**src/rtl/npss_pkg.sv**
```systemverilog
// ----------------------------------------------------------------------------
// npss_pkg: shared types and constants of the next prime search unit
// Holds the sequencer state codes, the divisor kinds and the fixed constants
// of the 6k-1 / 6k+1 trial division scheme.
// ----------------------------------------------------------------------------
`default_nettype none

package npss_pkg;

  // Sequencer states of the search.
  typedef enum logic [2:0] {
    ST_IDLE,
    ST_CHECK,
    ST_DIV,
    ST_EVAL,
    ST_SQCHK,
    ST_SQUPD,
    ST_DONE
  } state_e;

  // Which divisor the shared remainder unit is working on.
  typedef enum logic [1:0] {
    DK_MOD3,
    DK_LO,
    DK_HI
  } div_kind_e;

  localparam int unsigned SmallPrimeA = 2;
  localparam int unsigned SmallPrimeB = 3;
  localparam int unsigned FirstDiv    = 5;
  localparam int unsigned DivStep     = 6;
  localparam int unsigned PairGap     = 2;
  localparam int unsigned FirstSq     = FirstDiv * FirstDiv;
  localparam int unsigned SqStep      = DivStep * DivStep;

endpackage : npss_pkg

`default_nettype wire

```
**src/rtl/next_prime_search_unit.sv**
```systemverilog
// ----------------------------------------------------------------------------
// next_prime_search_unit: finds the first prime at or above a start value
// Trial division by 3 and by the pairs 6k-1, 6k+1 on one shared
// bit-serial remainder unit, driven by a small sequencer.
// ----------------------------------------------------------------------------
//
// Channel   Dir  tdata (low bit up)             tuser
// s_axis    in   start_value[30:0], 1 pad bit   -
// m_axis    out  prime_value[31:0]              found
//
// Timing: one item takes a data-dependent time. Every remainder c mod d runs
// in the shared restoring remainder unit (one quotient bit per cycle), followed
// by an evaluate step. A candidate that survives the parity test costs about
// (1 + 2*sqrt(c)/6) remainders plus a square update and check per divisor
// pair; even candidates take a single check step each. The remainder unit is
// the only arithmetic that iterates, so it dominates the time per item.
// Reset: asynchronous, active low; it clears the sequencer and the output
// valid. Stalls: a new start value is taken as soon as the sequencer is idle,
// even while the previous result still waits in the output register; a
// finished search waits for that register to free up before it loads it.
// ----------------------------------------------------------------------------
`default_nettype none

module next_prime_search_unit
  import npss_pkg::*;
#(
  parameter int unsigned VALUE_WIDTH = 32
) (
  input  logic        clk_i,
  input  logic        rst_ni,
  // Start values.
  input  logic        s_axis_tvalid,
  output logic        s_axis_tready,
  input  logic [31:0] s_axis_tdata,   // [30:0] start_value, [31] zero pad
  // Results.
  output logic        m_axis_tvalid,
  input  logic        m_axis_tready,
  output logic [31:0] m_axis_tdata,   // [31:0] prime_value
  output logic        m_axis_tuser    // [0] found
);

  // Candidates carry one bit more than the datapath so that running past the
  // top of the datapath range shows up as the upper bit.
  localparam int unsigned CW   = VALUE_WIDTH + 1;
  localparam int unsigned SQW  = 2 * CW;
  localparam int unsigned CNTW = $clog2(CW);
  // Bits of the start value that survive the datapath width.
  localparam int unsigned SW   = (VALUE_WIDTH < 31) ? VALUE_WIDTH : 31;

  state_e          state_q, state_d;
  div_kind_e       kind_q, kind_d;
  logic [CW-1:0]   cand_q, cand_d;
  logic [CW-1:0]   limit_q, limit_d;
  logic [CW-1:0]   d_q, d_d;        // current 6k-1 divisor
  logic [SQW-1:0]  sq_q, sq_d;      // square of d_q, kept by increments
  logic [CW-1:0]   div_q, div_d;    // divisor in the remainder unit
  logic [CW-1:0]   rem_q, rem_d;    // partial remainder
  logic [CW-1:0]   quo_q, quo_d;    // dividend bits still to shift in
  logic [CNTW-1:0] cnt_q, cnt_d;
  logic            found_q, found_d;
  logic            m_valid_q, m_valid_d;
  logic [31:0]     out_value_q, out_value_d;
  logic            out_found_q, out_found_d;

  logic [CW-1:0]   start_m;
  logic [CW:0]     trial;

  // The start value is taken modulo 2^min(VALUE_WIDTH, 31).
  assign start_m = CW'(s_axis_tdata[SW-1:0]);
  // One restoring step: bring down the next dividend bit.
  assign trial   = {rem_q, quo_q[CW-1]};

  assign s_axis_tready = (state_q == ST_IDLE);
  assign m_axis_tvalid = m_valid_q;
  assign m_axis_tdata  = out_value_q;
  assign m_axis_tuser  = out_found_q;

  always_ff @(posedge clk_i or negedge rst_ni) begin
    if (!rst_ni) begin
      state_q   <= ST_IDLE;
      m_valid_q <= 1'b0;
    end else begin
      state_q   <= state_d;
      m_valid_q <= m_valid_d;
    end
  end

  always_ff @(posedge clk_i) begin
    kind_q      <= kind_d;
    cand_q      <= cand_d;
    limit_q     <= limit_d;
    d_q         <= d_d;
    sq_q        <= sq_d;
    div_q       <= div_d;
    rem_q       <= rem_d;
    quo_q       <= quo_d;
    cnt_q       <= cnt_d;
    found_q     <= found_d;
    out_value_q <= out_value_d;
    out_found_q <= out_found_d;
  end

  always_comb begin
    state_d     = state_q;
    kind_d      = kind_q;
    cand_d      = cand_q;
    limit_d     = limit_q;
    d_d         = d_q;
    sq_d        = sq_q;
    div_d       = div_q;
    rem_d       = rem_q;
    quo_d       = quo_q;
    cnt_d       = cnt_q;
    found_d     = found_q;
    out_value_d = out_value_q;
    out_found_d = out_found_q;
    m_valid_d   = m_valid_q;

    if (m_axis_tready) begin
      m_valid_d = 1'b0;
    end

    unique case (state_q)
      ST_IDLE: begin
        if (s_axis_tvalid) begin
          cand_d  = start_m;
          limit_d = start_m << 1;
          state_d = ST_CHECK;
        end
      end
      ST_CHECK: begin
        // The search ends at twice the start or at the top of the datapath.
        if (cand_q >= limit_q || cand_q[CW-1]) begin
          found_d = 1'b0;
          state_d = ST_DONE;
        end else if (cand_q == CW'(SmallPrimeA) || cand_q == CW'(SmallPrimeB)) begin
          found_d = 1'b1;
          state_d = ST_DONE;
        end else if (cand_q < CW'(SmallPrimeA) || !cand_q[0]) begin
          // Zero, one and even numbers are not prime.
          cand_d = cand_q + CW'(1);
        end else begin
          div_d   = CW'(SmallPrimeB);
          kind_d  = DK_MOD3;
          rem_d   = '0;
          quo_d   = cand_q;
          cnt_d   = CNTW'(CW - 1);
          state_d = ST_DIV;
        end
      end
      ST_DIV: begin
        if (trial >= {1'b0, div_q}) begin
          rem_d = CW'(trial - {1'b0, div_q});
        end else begin
          rem_d = trial[CW-1:0];
        end
        quo_d = quo_q << 1;
        cnt_d = cnt_q - CNTW'(1);
        if (cnt_q == '0) begin
          state_d = ST_EVAL;
        end
      end
      ST_EVAL: begin
        if (rem_q == '0) begin
          // A divisor hit: move on to the next candidate.
          cand_d  = cand_q + CW'(1);
          state_d = ST_CHECK;
        end else begin
          case (kind_q)
            DK_MOD3: begin
              d_d     = CW'(FirstDiv);
              sq_d    = SQW'(FirstSq);
              state_d = ST_SQCHK;
            end
            DK_LO: begin
              div_d   = d_q + CW'(PairGap);
              kind_d  = DK_HI;
              rem_d   = '0;
              quo_d   = cand_q;
              cnt_d   = CNTW'(CW - 1);
              state_d = ST_DIV;
            end
            default: begin
              state_d = ST_SQUPD;
            end
          endcase
        end
      end
      ST_SQUPD: begin
        // (d+6)^2 = d^2 + 12d + 36
        sq_d    = sq_q + (SQW'(d_q) << 3) + (SQW'(d_q) << 2) + SQW'(SqStep);
        d_d     = d_q + CW'(DivStep);
        state_d = ST_SQCHK;
      end
      ST_SQCHK: begin
        if (sq_q > SQW'(cand_q)) begin
          // No divisor up to the square root: the candidate is prime.
          found_d = 1'b1;
          state_d = ST_DONE;
        end else begin
          div_d   = d_q;
          kind_d  = DK_LO;
          rem_d   = '0;
          quo_d   = cand_q;
          cnt_d   = CNTW'(CW - 1);
          state_d = ST_DIV;
        end
      end
      ST_DONE: begin
        if (!m_valid_q || m_axis_tready) begin
          out_value_d = found_q ? 32'(cand_q) : 32'd0;
          out_found_d = found_q;
          m_valid_d   = 1'b1;
          state_d     = ST_IDLE;
        end
      end
      default: begin
        state_d = ST_IDLE;
      end
    endcase
  end

endmodule : next_prime_search_unit

`default_nettype wire

```
**config.mk**
```make
export PLATFORM = sky130hd
export DESIGN_NAME = next_prime_search_unit
export DESIGN_NICKNAME = d
export VERILOG_FILES = /design/src/rtl/npss_pkg.sv /design/src/rtl/next_prime_search_unit.sv
export SDC_FILE = /design/constraint.sdc
export NUM_CORES = 1
export LEC_CHECK = 0
export BUFFER_PORTS_ARGS = -buffer_cell sky130_fd_sc_hd__buf_2
export CAP_MARGIN = 20
export CELL_PAD_IN_SITES_DETAIL_PLACEMENT = 0
export CELL_PAD_IN_SITES_GLOBAL_PLACEMENT = 1
export CORE_UTILIZATION = 30
export CTS_CLUSTER_SIZE = 30
export DETAILED_ROUTE_END_ITERATION = 16
export MAX_ROUTING_LAYER = met4
export PLACE_DENSITY = 0.56
export SYNTH_ARGS = -nofsm -noshare
export SYNTH_HDL_FRONTEND = slang
export SYNTH_SLANG_ARGS = --single-unit
```
**constraint.sdc**
```tcl
create_clock -name clk_i -period 17.1 [get_ports clk_i]
set_clock_uncertainty 0.2 [all_clocks]
set_input_delay 3.42 -clock clk_i [delete_from_list [all_inputs] [get_ports clk_i]]
set_output_delay 3.42 -clock clk_i [all_outputs]
set_load 0.01 [all_outputs]
```
[Yosys cells after proc, flatten, opt, wreduce, memory -nomap -nowiden]
Cells that the tools add are included.
Storage, ports and cells
  register bits: 308
  input port bits: 36
Operators by class
  add/sub/neg operators: 8
  magnitude comparators: 4
  equality and inequality tests: 24
  mux-type cells: 65
  reduce and logical (&&, ||, !) cells: 23
Operators by type and width (count)
  $mux 33: 26
  $pmux 33 s4: 2
  $pmux 33 s3: 2
  $mux 66: 2
  $pmux 66 s2: 1
  $add 66x35->66: 1
  $add 66x36->66: 1
  $add 66x6->66 const B: 1
  $eq 33x2->1 const B: 2
  $gt 66x33->1: 1
  $pmux 33 s2: 1
  $mux 6: 6
  $ge 34x33->1: 1
  $add 33x1->33 const B: 1
  $add 33x2->33 const B: 1
  $add 33x3->33 const B: 1
  $ge 33x32->1: 1
  $logic_not 33->1: 1
  $lt 33x2->1 const B: 1
  $sub 33x33->33: 1
  $ne 2x2->1 const B: 13
  $mux 3: 8
  $pmux 6 s4: 1
  $pmux 3 s7: 1
  25 further kinds: 47

[Logic depth before layout (Yosys ltp)]
  word-level depth: 6
  depth in mapped cells: 18

[Worst setup path after synthesis]
Ideal clock, no wire load.
  path kind: reg2reg
  from: register state_q[0]
  to: register d_q[10], enable pin
  setup time: 0.580 ns
  arrival time: 6.208 ns
  slack: 10.111 ns
  stages on the path, launching flop included: 9
  clock period less this slack: 6.989 ns
  path through: dfrtp_1 clkbuf_1 nor2b_1 clkbuf_1 nand2_1 clkbuf_1 nor3_1 nor2_1 a21oi_1
Between the ends
  word-level cells in the longest chain between the ends: 3
  elaborated cells between the ends (all ways): 6
Ends and longest elaborated chain
  from (decl): RTL line next_prime_search_unit.sv:50  | state_e state_q, state_d;
  from (signal assigned): RTL line next_prime_search_unit.sv:83  | state_q <= state_d;
  $eq 3x2->1 or $eq 3x3->1 (tied branches): RTL line next_prime_search_unit.sv:123  | unique case (state_q)
  $ne 2x2->1 (no source line) or $reduce_bool 2->1 (tied branches)
  $reduce_and 3->1 (no source line) *
  to (signal assigned): RTL line next_prime_search_unit.sv:92  | d_q <= d_d;
  to (decl): RTL line next_prime_search_unit.sv:54  | logic [CW-1:0] d_q, d_d;
Every way passes the cells marked *; elsewhere a longest branch is shown, timed or not.
A chain may end at the register's enable or synchronous reset.

[Final worst setup path]
  from: register state_q[2]
  to: output port s_axis_tready
Between the ends
  word-level cells in the longest chain between the ends: 1
Ends and longest elaborated chain
  $logic_not 3->1: RTL line next_prime_search_unit.sv:73  | assign s_axis_tready = (state_q == ST_IDLE);
  to (decl): RTL line next_prime_search_unit.sv:33  | output logic s_axis_tready,
Every way passes these cells.

==> metrics.md <==
| Metric | Value |
|---|---|
| Port buffer count | `69` |
| Fin area | `23900 um2` |
| CP startpoint kind | `flop` |
| Flops & latches, synth | `304` |
| First-pass GRT wire length | `88.8 mm` |
| Max Fclk | `0.187 GHz` |
| Die Ht | `267 um` |
| CTS Sinks | `304` |
| WL final | `55.7 mm` |
| Root Buffer | `clkbuf_16` |
| Hold Crit Depth | `2` |
| Nets@finish | `2496` |
| Gp weighted congestion | `0.858` |
| Cells after Synth | `2177` |
| Die Span X | `267 um` |
| Reg2reg setup slack | `11.76 ns` |
| Count leader, synth | `edfxtp_1` |
| FFs w/ async S/R, synth | `0.0132` |
| DIE AREA | `71500 um2` |
| Initial core utilization | `0.305` |
| Core Box Area | `69200 um2` |
| Fillcell total | `7129` |
| Cell accounting for the most synthesized area | `edfxtp_1` |
| Clock buffer depth | `3` |
| Crit path largest cell delay | `0.57 ns` |
| FP Rows | `96` |
| Register Area | `9110 um2` |
| # diodes | `0` |
| Num ports | `71` |
| Overflow after GRT | `0` |
| Post-CTS setup buffers | `0` |
| Power Density | `71.8 nW/um2` |
| Share of post-route cells with drive strength above 1 | `0.0727` |
| Warnings, synthesis | `0` |
| TritonCTS clock tree | `yes` |
| Number of CTS-inserted buffers | `41` |
| Area taken by multi-input logic gates | `10900 um2` |
| First DRT Iteration DRCs | `1122` |
| H-tree levels | `2` |
| Post-synth EDFFs | `300` |
| Antenna-violating nets left | `0` |
| Lkg Pwr | `10.2 nW` |
| Initial antenna violation count | `0` |
| Setup crit start | `state_q[2]$_DFFE_PN0P_` |
| Cells after DPL | `3115` |
| Skew-Pair Late Insertion Delay | `0.57 ns` |
| Mapped Area | `21100 um2` |
| R2R Path Start | `d_q[1]$_SDFFCE_PN0P_` |
| RSZ-0062 raised after global routing | `no` |
| Outcome | `complete, no violations` |
| Most used DFF post-synth | `edfxtp_1` |
| Syn_area_per_cell | `9.71 um2` |
| Sum Neg Setup Slack | `0 ns` |
| CP Max Fanout | `12` |
| Worst-margin pin slew | `1.05 ns` |
| Post-Syn Nets | `2445` |
| Slowest stage cell, crit path | `dfrtp_1` |
| Wire per inst | `17.5 um` |
| Worst vdd ir | `57.2 uV` |
| Commonest cells post-synth | `edfxtp_1 (300), inv_1 (237), ha_1 (199), nand2_1 (184), nor2_1 (182)` |
| Final setup violating endpoints | `0` |
| CP Capture Type | `primary output` |
| Number of buffers inserted by hold repair at cts | `0` |
| Fin. max-slew vios | `0` |
| Top cells by area, synth | `edfxtp_1 (43%), ha_1 (12%), inv_1 (4.2%)` |
| GRT Util Overall | `0.162` |
| Final worst path period share | `0.313` |
| Final Instance Count excl. Fillers | `3186` |
| Top cell type's share of synthesized area | `0.426` |
| Worst EP required | `13.48 ns` |
| Netlist cell types | `73` |
| Max-cap viol count | `0` |
| Hold Crit Start | `quo_q[1]$_DFFE_PP_` |
| Worst Setup Path Type | `reg -> out` |
| Seq/Total Area, Yosys | `0.431` |
| Via Count | `15900` |
| Final hold vios | `0` |
| Detailed Place HPWL | `41.6 mm` |
| Largest net degree at the start of global routing | `73` |
| Placed Area | `22500 um2` |
| DRC | `0` |
| Area grow syn2layout | `13.1%` |
| R2R depth | `16` |
| Vias/cell | `5.00` |
| Minimum clock period | `5.35 ns` |
| First drt pass iteration count | `5` |
| Clock Pin Slew Worst Setup and Hold Paths | `0.05 ns` |
| Class of the worst hold path | `reg -> reg` |
| Vias in the first global route | `15600` |
| PostCTS Resize Cnt | `0` |
| Hold worst-path end | `quo_q[2]$_DFFE_PP_` |
| Critical Path, Cell by Cell | `nor3_1 > buf_2` |
| Slew headroom | `0.291` |
| Worst R2R End | `sq_q[40]$_SDFFCE_PN0P_` |
| Worst EP arrival | `1.73 ns` |
==> power breakdown <==
part / leakage (nW) / total (mW) / internal (mW) / switching [mW]
sequential: 2.66 / 0.809 / 0.809 / 0.00000000000000000417
combinational: 6.86 / 0.00927 / 0.00418 / 0.00508
clock: 0.661 / 0.899 / 0.554 / 0.345
total: 10.2 / 1.72 / 1.37 / 0.350
==> through the flow <==
| step | util | worst slack [ns] | total power, mW | hold WS (ns) |
|---|---|---|---|---|
| 2_1_floorplan | - | 10.11 | 0.827 | 0.284 |
| 3_3_place_gp | 0.325 | 11.88 | 0.834 | 0.292 |
| 3_5_place_dp | 0.325 | 11.80 | 0.834 | 0.305 |
| 4_1_cts | 0.345 | 11.68 | 1.75 | 0.318 |
| 5_1_grt | 0.345 | 11.42 | 1.77 | 0.350 |
| 6_report | 0.345 | 11.75 | 1.72 | 0.312 |
==> cells by family after synthesis <==
family                     count (synthesis)  share of synthesized area
DFF                                      304                      0.431
xor gates and xnor gates                 113                     0.0468
AOI/OAI and AO/OA                        511                      0.151
buffers and inverters                    317                     0.0569
and+or+nand+nor                          674                      0.153
muxes                                     25                     0.0119
other                                      1                   0.000177
adders and majority gates                232                      0.149
==> worst max-delay path by stage <==
stage,to,cells past startpoint
6_report,s_axis_tready,2
5_1_grt,sq_q[40]$_SDFFCE_PN0P_,16
4_1_cts,s_axis_tready,2
3_5_place_dp,sq_q[40]$_SDFFCE_PN0P_,16
3_3_place_gp,cand_q[22]$_DFFE_PP_,5
2_1_floorplan,d_q[10]$_SDFFCE_PN0P_,8
==> sequential cells by signal, indices dropped and copies added (netlist names) <==
| name | cells |
|---|---|
| cand_q | 33 |
| cnt_q | 6 |
| d_q | 32 |
| div_q | 33 |
| found_q | 1 |
| kind_q | 2 |
| limit_q | 31 |
| m_axis_tdata | 32 |
| m_axis_tuser | 1 |
| m_axis_tvalid | 1 |
| quo_q | 33 |
| rem_q | 33 |
| sq_q | 63 |
| state_q | 3 |
==> layout make-up <==
type,count,area share
multi-input cells,1556,0.455
well taps,931,0.0487
clock buffers,50,0.0452
inverters,239,0.0375
flip-flops and latches,304,0.381
repair buffers,86,0.0203
clock inverters,20,0.0123
==> per-layer routing <==
| metal | GRT usage | up-vias | part of all wire | routed length [um] |
|---|---|---|---|---|
| met3 | 0.0205 | 56 | 0.034 | 1880 |
| met5 | - | - | 0 | 0 |
| met1 | 0.225 | 7763 | 0.50 | 27600 |
| li1 | - | 7894 | - | - |
| met2 | 0.249 | 217 | 0.45 | 25300 |
| met4 | 0.0368 | 0 | 0.016 | 898 |
==> critical path, delay by kind of cell, from the launching register on <==
kind | cells | cell delay, ns
flip-flops | 1 | 0.57
buffers and inverters | 1 | 0.22
AND/OR/NAND/NOR | 1 | 0.37
==> cells in the final DEF, fill, tap and decap left out, types with 33 or more instances in the layout <==
cell,Yosys,layout
ha_1,199,199
nor3_1,37,37
o21ai_0,152,152
edfxtp_1,300,300
nand4_1,47,47
xnor2_1,90,90
clkbuf_16,0,42
nand3_1,50,50
buf_2,5,69
a21o_1,58,58
and2_1,40,40
inv_1,237,237
nand2_1,184,182
nor2_1,182,178
a21oi_1,128,127
fa_1,33,33
Power figures use the tool's default switching activity.
